--- src/rtl/core/aenc_pkg.sv ---
// ----------------------------------------------------------------------------
// aenc_pkg
// Shared constants, codes and stage payload types of the audio sample encoder.
// ----------------------------------------------------------------------------
package aenc_pkg;

    // encoding modes
    localparam logic [1:0] MODE_MULAW = 2'd0;
    localparam logic [1:0] MODE_PCM8  = 2'd1;
    localparam logic [1:0] MODE_PCM16 = 2'd2;

    // configuration register indexes
    localparam logic REG_MODE  = 1'b0;
    localparam logic REG_SCALE = 1'b1;

    // unity gain, Q1.16
    localparam logic [16:0] GAIN_ONE = 17'd65536;

    // output scale coefficients (PCM ones carry a factor of 1000)
    localparam logic [24:0] COEF_MULAW = 25'd8158;
    localparam logic [24:0] COEF_PCM8  = 25'd127444;
    localparam logic [24:0] COEF_PCM16 = 25'd32767444;

    // saturation limits
    localparam logic [25:0] LIM_MULAW = 26'd8158;
    localparam logic [25:0] LIM_PCM8  = 26'd127;
    localparam logic [25:0] LIM_PCM16 = 26'd32767;

    // divide by 1000: q = (x * RECIP_1000) >> RECIP_SHIFT, exact for x < 2^25
    localparam logic [25:0] RECIP_1000  = 26'd34359739;
    localparam int          RECIP_SHIFT = 35;
    localparam logic [10:0] PCM_DIV     = 11'd1000;
    localparam logic [10:0] MULAW_DIV   = 11'd1;

    // mu-law segment bias
    localparam logic [12:0] MULAW_BIAS = 13'd33;

    // product stage payload
    typedef struct packed {
        logic [1:0]  mode;
        logic        neg;
        logic [56:0] prod;
    } prod_t;

    // rounded and saturated magnitude
    typedef struct packed {
        logic [1:0]  mode;
        logic        neg;
        logic [14:0] mag;
    } rnd_t;

    function automatic logic [24:0] mode_coef(input logic [1:0] mode);
        logic [24:0] c;
        c = '0;
        unique case (mode)
            MODE_MULAW: c = COEF_MULAW;
            MODE_PCM8:  c = COEF_PCM8;
            MODE_PCM16: c = COEF_PCM16;
            default:    c = '0;
        endcase
        return c;
    endfunction

endpackage

--- src/rtl/core/aenc_scale.sv ---
// ----------------------------------------------------------------------------
// aenc_scale
// Three pipeline stages: sample magnitude, gain product, coefficient product.
// ----------------------------------------------------------------------------
module aenc_scale (
    input  logic                 aclk,
    input  logic                 aresetn,
    input  logic                 in_valid,
    output logic                 in_ready,
    input  logic [15:0]          in_sample,
    input  logic [1:0]           in_mode,
    input  logic [16:0]          in_gain,
    output logic                 out_valid,
    input  logic                 out_ready,
    output aenc_pkg::prod_t      out_data
);
    import aenc_pkg::*;

    logic        va_reg, vb_reg, vc_reg;
    logic        en_a, en_b, en_c;
    logic [16:0] mag_reg;
    logic [16:0] gain_reg;
    logic        nega_reg, negb_reg;
    logic [1:0]  modea_reg, modeb_reg;
    logic [31:0] p_reg;
    prod_t       out_reg;
    logic [16:0] mag_next;
    logic [33:0] p_full;
    logic [56:0] n_next;

    // stage enables: a stage loads when empty or when its successor loads
    assign en_c = !vc_reg || out_ready;
    assign en_b = !vb_reg || en_c;
    assign en_a = !va_reg || en_b;
    assign in_ready = en_a;

    assign mag_next = in_sample[15] ? (17'd0 - {in_sample[15], in_sample})
                                    : {1'b0, in_sample};
    assign p_full = mag_reg * gain_reg;
    assign n_next = p_reg * mode_coef(modeb_reg);

    // valid bits
    always_ff @(posedge aclk) begin
        if (!aresetn) begin
            va_reg <= 1'b0;
            vb_reg <= 1'b0;
            vc_reg <= 1'b0;
        end else begin
            if (en_a) va_reg <= in_valid;
            if (en_b) vb_reg <= va_reg;
            if (en_c) vc_reg <= vb_reg;
        end
    end

    // payload
    always_ff @(posedge aclk) begin
        if (en_a) begin
            mag_reg   <= mag_next;
            gain_reg  <= in_gain;
            nega_reg  <= in_sample[15];
            modea_reg <= in_mode;
        end
        if (en_b) begin
            p_reg     <= p_full[31:0];
            negb_reg  <= nega_reg;
            modeb_reg <= modea_reg;
        end
        if (en_c) begin
            out_reg.prod <= n_next;
            out_reg.neg  <= negb_reg;
            out_reg.mode <= modeb_reg;
        end
    end

    assign out_valid = vc_reg;
    assign out_data  = out_reg;

endmodule

--- src/rtl/core/aenc_round.sv ---
// ----------------------------------------------------------------------------
// aenc_round
// Two stages: scale-down by 2^30 (and 1000 for PCM), then half-to-even
// rounding and saturation to the mode's limit.
// ----------------------------------------------------------------------------
module aenc_round (
    input  logic                 aclk,
    input  logic                 aresetn,
    input  logic                 in_valid,
    output logic                 in_ready,
    input  aenc_pkg::prod_t      in_data,
    output logic                 out_valid,
    input  logic                 out_ready,
    output aenc_pkg::rnd_t       out_data
);
    import aenc_pkg::*;

    logic        vd_reg, ve_reg;
    logic        en_d, en_e;
    logic [24:0] q_reg, hic_reg;
    logic        half_reg, lownz_reg, negd_reg;
    logic [1:0]  moded_reg;
    rnd_t        out_reg;

    logic [26:0] hi;
    logic [24:0] hi_c;
    logic [50:0] qprod;
    logic [24:0] q_next;
    logic [25:0] qmul;
    logic [9:0]  r1;
    logic [10:0] t, dv;
    logic        inc;
    logic [25:0] qt, lim, sat;
    logic        mu;

    assign en_e = !ve_reg || out_ready;
    assign en_d = !vd_reg || en_e;
    assign in_ready = en_d;

    // stage D: integer part above 2^30, clamp, reciprocal divide by 1000
    assign hi    = in_data.prod[56:30];
    assign hi_c  = (hi[26:25] != 2'b00) ? '1 : hi[24:0];
    assign qprod = hi_c * RECIP_1000;
    assign q_next = (in_data.mode == MODE_MULAW) ? hi_c
                                                 : {9'd0, qprod[50:RECIP_SHIFT]};

    // stage E: remainder, half-to-even increment, saturation
    assign mu   = (moded_reg == MODE_MULAW);
    assign qmul = q_reg[15:0] * 10'd1000;
    assign r1   = mu ? 10'd0 : (hic_reg[9:0] - qmul[9:0]);
    assign t    = {r1, half_reg};
    assign dv   = mu ? MULAW_DIV : PCM_DIV;
    assign inc  = (t > dv) || ((t == dv) && (lownz_reg || q_reg[0]));
    assign qt   = {1'b0, q_reg} + {25'd0, inc};

    always_comb begin
        unique case (moded_reg)
            MODE_MULAW: lim = LIM_MULAW;
            MODE_PCM8:  lim = LIM_PCM8;
            MODE_PCM16: lim = LIM_PCM16;
            default:    lim = '0;
        endcase
    end
    assign sat = (qt > lim) ? lim : qt;

    always_ff @(posedge aclk) begin
        if (!aresetn) begin
            vd_reg <= 1'b0;
            ve_reg <= 1'b0;
        end else begin
            if (en_d) vd_reg <= in_valid;
            if (en_e) ve_reg <= vd_reg;
        end
    end

    always_ff @(posedge aclk) begin
        if (en_d) begin
            q_reg     <= q_next;
            hic_reg   <= hi_c;
            half_reg  <= in_data.prod[29];
            lownz_reg <= (in_data.prod[28:0] != '0);
            negd_reg  <= in_data.neg;
            moded_reg <= in_data.mode;
        end
        if (en_e) begin
            out_reg.mag  <= sat[14:0];
            // a value that rounds to zero is positive zero
            out_reg.neg  <= negd_reg && (sat != '0);
            out_reg.mode <= moded_reg;
        end
    end

    assign out_valid = ve_reg;
    assign out_data  = out_reg;

endmodule

--- src/rtl/core/aenc_pack.sv ---
// ----------------------------------------------------------------------------
// aenc_pack
// Output stage: mu-law segment/mantissa packing or two's complement PCM,
// held in the output register until taken.
// ----------------------------------------------------------------------------
module aenc_pack (
    input  logic                 aclk,
    input  logic                 aresetn,
    input  logic                 in_valid,
    output logic                 in_ready,
    input  aenc_pkg::rnd_t       in_data,
    output logic                 out_valid,
    input  logic                 out_ready,
    output logic [15:0]          out_code
);
    import aenc_pkg::*;

    logic        vf_reg;
    logic        en_f;
    logic [15:0] code_reg;
    logic [15:0] code_next;
    logic [12:0] b;
    logic [3:0]  top_bit;
    logic [3:0]  seg_w;
    logic [2:0]  seg;
    logic [12:0] shifted;
    logic [7:0]  mu_code;
    logic [15:0] signed_val;

    assign en_f = !vf_reg || out_ready;
    assign in_ready = en_f;

    // biased magnitude and its leading one picks the segment
    assign b = in_data.mag[12:0] + MULAW_BIAS;
    always_comb begin
        top_bit = 4'd5;
        for (int i = 5; i < 13; i++) begin
            if (b[i]) top_bit = 4'(i);
        end
    end
    assign seg_w   = top_bit - 4'd5;
    assign seg     = seg_w[2:0];
    assign shifted = b >> ({1'b0, seg} + 4'd1);
    assign mu_code = ~{in_data.neg, seg, shifted[3:0]};

    assign signed_val = in_data.neg ? (16'd0 - {1'b0, in_data.mag}) : {1'b0, in_data.mag};

    always_comb begin
        unique case (in_data.mode)
            MODE_MULAW: code_next = {8'd0, mu_code};
            MODE_PCM8:  code_next = {8'd0, signed_val[7:0]};
            MODE_PCM16: code_next = signed_val;
            default:    code_next = '0;
        endcase
    end

    always_ff @(posedge aclk) begin
        if (!aresetn) begin
            vf_reg <= 1'b0;
        end else if (en_f) begin
            vf_reg <= in_valid;
        end
    end

    always_ff @(posedge aclk) begin
        if (en_f) code_reg <= code_next;
    end

    assign out_valid = vf_reg;
    assign out_code  = code_reg;

endmodule

--- src/rtl/core/audio_sample_encoder.sv ---
// ----------------------------------------------------------------------------
// audio_sample_encoder
// Sample stream to mu-law, 8-bit or 16-bit PCM codes with a programmable gain.
// ----------------------------------------------------------------------------
// The encoder takes one Q2.14 sample per clock unless the output stalls and
// returns one code per sample through a six-stage pipeline (magnitude,
// gain multiply, coefficient multiply, reciprocal divide, round/saturate,
// pack). Each stage holds its own valid bit, so bubbles fill while the output
// is stalled and s_tready falls only when every stage holds a sample. Gain
// (scale_factor / 65536, above one treated as one) and encoding_mode are set
// through the write port and must be changed only while no sample is in
// flight. Mode 3 yields a zero code.
module audio_sample_encoder (
    input  logic        aclk,
    input  logic        aresetn,
    // configuration writes
    input  logic        cfg_we,
    input  logic        cfg_addr,
    input  logic [16:0] cfg_wdata,
    // sample input
    input  logic        s_tvalid,
    output logic        s_tready,
    input  logic [15:0] s_tdata,    // [15:0] sample_in
    // code output
    output logic        m_tvalid,
    input  logic        m_tready,
    output logic [15:0] m_tdata     // [15:0] code_out
);
    import aenc_pkg::*;

    logic [1:0]  mode_reg;
    logic [16:0] scale_reg;
    logic [16:0] gain;

    logic        sc_valid, sc_ready;
    prod_t       sc_data;
    logic        rd_valid, rd_ready;
    rnd_t        rd_data;

    // configuration registers
    always_ff @(posedge aclk) begin
        if (!aresetn) begin
            mode_reg  <= MODE_MULAW;
            scale_reg <= GAIN_ONE;
        end else if (cfg_we) begin
            unique case (cfg_addr)
                REG_MODE:  mode_reg  <= cfg_wdata[1:0];
                REG_SCALE: scale_reg <= cfg_wdata;
                default:   ;
            endcase
        end
    end

    // gain above unity acts as unity
    assign gain = (scale_reg > GAIN_ONE) ? GAIN_ONE : scale_reg;

    aenc_scale u_scale (
        .aclk      (aclk),
        .aresetn   (aresetn),
        .in_valid  (s_tvalid),
        .in_ready  (s_tready),
        .in_sample (s_tdata),
        .in_mode   (mode_reg),
        .in_gain   (gain),
        .out_valid (sc_valid),
        .out_ready (sc_ready),
        .out_data  (sc_data)
    );

    aenc_round u_round (
        .aclk      (aclk),
        .aresetn   (aresetn),
        .in_valid  (sc_valid),
        .in_ready  (sc_ready),
        .in_data   (sc_data),
        .out_valid (rd_valid),
        .out_ready (rd_ready),
        .out_data  (rd_data)
    );

    aenc_pack u_pack (
        .aclk      (aclk),
        .aresetn   (aresetn),
        .in_valid  (rd_valid),
        .in_ready  (rd_ready),
        .in_data   (rd_data),
        .out_valid (m_tvalid),
        .out_ready (m_tready),
        .out_code  (m_tdata)
    );

endmodule

--- config.mk ---
export PLATFORM = sky130hd
export DESIGN_NAME = audio_sample_encoder
export DESIGN_NICKNAME = d
export VERILOG_FILES = /design/src/rtl/core/aenc_pkg.sv /design/src/rtl/core/aenc_scale.sv /design/src/rtl/core/aenc_round.sv /design/src/rtl/core/aenc_pack.sv /design/src/rtl/core/audio_sample_encoder.sv
export SDC_FILE = /design/constraint.sdc
export NUM_CORES = 2
export LEC_CHECK = 0
export ABC_AREA = 1
export BUFFER_PORTS_ARGS = -buffer_cell sky130_fd_sc_hd__buf_2
export CORE_MARGIN = 2
export CORE_UTILIZATION = 47
export CTS_CLUSTER_DIAMETER = 200
export DETAILED_ROUTE_END_ITERATION = 10
export SLEW_MARGIN = 0
export SYNTH_ARGS = -nofsm -noshare
export SYNTH_HDL_FRONTEND = slang
export SYNTH_SLANG_ARGS = --single-unit
--- constraint.sdc ---
create_clock -name aclk -period 11.7 [get_ports aclk]
set_clock_uncertainty 0.2 [all_clocks]
set_input_delay 0.585 -clock aclk [delete_from_list [all_inputs] [get_ports aclk]]
set_output_delay 0.585 -clock aclk [all_outputs]
set_load 0.05 [all_outputs]
==> summary by stage <==
Outcome
The run finished with clean final reports.

Timing
Setup violations remaining at the end of the flow were counted as 0. Setup repair after global routing left no endpoint under its margin. The final worst hold slack is approximately 0.04 ns. For the finished layout, the period the worst path requires is between 9 and 10 ns. The max-slew headroom at the worst pin is 13.75%. The final number of hold-violating endpoints is 0.

At the pin with the least slew margin, the transition time is approximately 1.3 ns. The max-slew violation total from the final report is 0. The worst path meets setup with 2.669 ns of slack. The worst path uses between 70% and 80% of the clock period.

The sum of negative setup slack is 0 ns. Timing would allow up to about 110 MHz.

Floorplan
The die extent in x is between 300 and 400 µm. The floorplan has about 120 rows. The area of the placeable core is approximately 0.11 mm². The I/O pin count is between 50 and 60. The vertical die dimension is between 300 and 400 µm. The die covers approximately 0.11 mm². Once the floorplan was initialized, standard cells occupied ~47% of the core.

Yosys
The largest total area in the synthesized netlist belongs to sky130_fd_sc_hd__fa_1. The number of storage elements in the synthesis netlist is 230. Sorting the synthesized cells by area gives the leading types as sky130_fd_sc_hd__fa_1, sky130_fd_sc_hd__ha_1, sky130_fd_sc_hd__inv_1. During synthesis, Yosys emitted a total of 0 warnings.

Synthesis produced a netlist with a net count of ~7500. In the synthesized netlist, the cells that appear most often are sky130_fd_sc_hd__inv_1, sky130_fd_sc_hd__fa_1, sky130_fd_sc_hd__nand2_1. For this run, the register share of the synthesized area comes to about an eighth. The top cell type by area accounts for around two fifths of the synthesized area. The number of standard cells after synthesis is approximately 5700. In the post-synthesis netlist, the cell with the most instances is sky130_fd_sc_hd__inv_1.

The async set-or-reset flop fraction in the synthesized netlist is 0%. Averaged over all synthesized cells, the footprint is 9.008 µm². The synthesized netlist occupies a cell area of between 0.05 and 0.06 mm².

The number of synthesized flops with an enable pin is 205. The number of unique standard cell types used by synthesis is between 50 and 60. The most used flip-flop cell after synthesis is sky130_fd_sc_hd__edfxtp_1.

Placed design
Before CTS, the worst setup slack after placement is roughly 2.8 ns. The congestion estimate from routability-driven global placement came to around 0.95. Port buffering added 56 buffers.

Summed over all nets, the half-perimeter wirelength after detailed placement is around 120000 µm.

Route
In the routed layout, each cell is associated on average with a via count of just over 5. The detailed router placed 36500 vias in this run. The total DRC errors in the routed layout is 0.

The count of TritonRoute iterations in the first routing pass is 5. Wires add up to about 130000 µm. The violation count after the first detailed-route iteration is between 2000 and 3000. In this run the remaining antenna-violating nets after routing total 0. After detailed routing, the average wire length per cell comes to about 19 µm.

Global route
Global routing used 24.91% of the available tracks across all layers. The sum of overflow across all layers after global routing is 0. Entering global routing, the biggest net connects 43 pins. The initial antenna violation count came to 0.

The wire length of the first global-routing pass is ~220000 µm. The number of global-route vias before repair was about 39000.

Worst setup path
The category of the most critical setup path is flop to flop. STA classifies the critical path endpoint as a flop. STA puts the critical path data required time at ~12 ns. Of all nets on the critical path, the largest fanout is 32. STA puts the critical path data arrival time at slightly above 9 ns.

STA classifies the critical path startpoint as a flop.

Cells and area
The filler cells instantiated in the layout total between 10000 and 15000. Of the cells placed in the final design, the portion with a size suffix greater than 1 is about 3.4%. The share of the core filled with cells is 50.11%. The number of nets at the end of the flow is 7486. The antenna diode instance count is 0. Compared with the post-synthesis result, the final layout area differs by 5.572%.

The number of flip-flops in the largest register is roughly 60.

Clock network
The clock tree from TritonCTS is done. The clock transition time at the flip-flop clock pins of the worst setup and hold paths is ~0.060 ns. Clock latency on the worst-skew pair, taken at its later pin, is 0.64 ns. The total of cells resized after clock tree synthesis is 0. The master cell of the clock root buffer is sky130_fd_sc_hd__clkbuf_16. Counting every sink on the clock net gives 230. The setup fix buffers added after clock tree synthesis is 0. The longest clock path from root to sink contains 3 buffers. The number of CTS-inserted buffers is 30. The number of H-tree branching levels is 1.

Worst hold path
In this run the worst hold path is classified as input pin to flop.

Flow run
The number of violations of the max-capacitance limit is 0.
## timing repair
item / 4_1_cts / 5_1_grt
hold endpoints to repair: 5 / 0
endpoints found under the setup margin: 0 / 0
hold buffers: 5 / 0
## worst paths after layout
check	slack [ns]	depth (start not counted)	endpoint	from
worst max-delay path	2.67	25	u_scale.out_data[35]	u_scale.modeb_reg[0]
worst min-delay path	0.04	3	scale_reg[16]	cfg_we
worst max register to register	2.67	25	u_scale.out_data[35]	u_scale.modeb_reg[0]
worst min register to register	0.23	0	u_scale.negb_reg	u_scale.nega_reg
## per-stage QoR
stage / instance area, µm² / cells
detailed placement: 53560 / 7134
floorplan: 51740 / 5744
global route: 54620 / 7195
finish: 54620 / 7195
global placement: 53550 / 7133
CTS: 54620 / 7195
## worst max-delay path, cell delays in order, from the launching register on
cell	delay [ns]
sky130_fd_sc_hd__edfxtp_1	0.66
sky130_fd_sc_hd__buf_4	0.33
sky130_fd_sc_hd__inv_1	0.13
sky130_fd_sc_hd__ha_1	1.03
sky130_fd_sc_hd__nand2_1	0.26
sky130_fd_sc_hd__inv_1	0.21
sky130_fd_sc_hd__fa_1	0.47
sky130_fd_sc_hd__fa_1	0.55
sky130_fd_sc_hd__fa_1	0.55
sky130_fd_sc_hd__inv_1	0.05
sky130_fd_sc_hd__fa_1	0.51
sky130_fd_sc_hd__inv_1	0.06
sky130_fd_sc_hd__fa_1	0.53
sky130_fd_sc_hd__inv_1	0.05
sky130_fd_sc_hd__fa_1	0.47
sky130_fd_sc_hd__inv_1	0.05
sky130_fd_sc_hd__fa_1	0.43
sky130_fd_sc_hd__ha_1	0.35
sky130_fd_sc_hd__nand2_1	0.10
sky130_fd_sc_hd__nor2_1	0.19
sky130_fd_sc_hd__inv_1	0.09
sky130_fd_sc_hd__nor3_1	0.43
sky130_fd_sc_hd__a21oi_1	0.18
sky130_fd_sc_hd__o21ai_0	0.49
sky130_fd_sc_hd__a21oi_1	0.19
sky130_fd_sc_hd__xnor2_1	0.17
## layer usage
| layer | vias to the layer above | track usage [%] | part of all wire, % |
|---|---|---|---|
| met5 | - | 0 | 0 |
| met4 | 0 | 5.000 | 2.3 |
| met3 | 151 | 3.345 | 5.5 |
| met2 | 936 | 41.24 | 46 |
| met1 | 18175 | 35.14 | 46 |
| li1 | 17238 | - | - |
## logic make-up after synthesis
kind of cell,synth area share [%]
AOI/OAI and AO/OA,5.144
xor gates and xnor gates,2.319
adders and majority gates,55.33
buffers and inverters,13.22
DFF,12.87
other,0.007248
and+or+nand+nor,11.11
## cells in the final DEF (no fill, tap or decap), types with 20 or more instances in the layout
cell,count
sky130_fd_sc_hd__xor2_1,84
sky130_fd_sc_hd__xnor2_1,53
sky130_fd_sc_hd__dfxtp_1,25
sky130_fd_sc_hd__nor4_1,27
sky130_fd_sc_hd__inv_1,1703
sky130_fd_sc_hd__o21ai_0,145
sky130_fd_sc_hd__nor2_1,347
sky130_fd_sc_hd__nor3_1,26
sky130_fd_sc_hd__fa_1,997
sky130_fd_sc_hd__a21oi_1,207
sky130_fd_sc_hd__nand2_1,795
sky130_fd_sc_hd__buf_2,57
sky130_fd_sc_hd__a31oi_1,31
sky130_fd_sc_hd__nand3_1,108
sky130_fd_sc_hd__clkbuf_16,31
sky130_fd_sc_hd__nand4_1,23
sky130_fd_sc_hd__ha_1,693
sky130_fd_sc_hd__buf_4,20
sky130_fd_sc_hd__edfxtp_1,205
## cell type report
class	instances	area (µm²)	area share, %
multi-input combinational	3695	38250	70.02
sequential	230	6656	12.19
inverter	1718	6450	11.81
tap	1414	1769	3.239
clock buffer	43	850.8	1.558
timing repair buffer	82	485.5	0.8888
clock inverter	13	162.7	0.2978
Power is not shown: default switching activity piles up to over one toggle a cycle in this logic, so the estimate is an artifact.
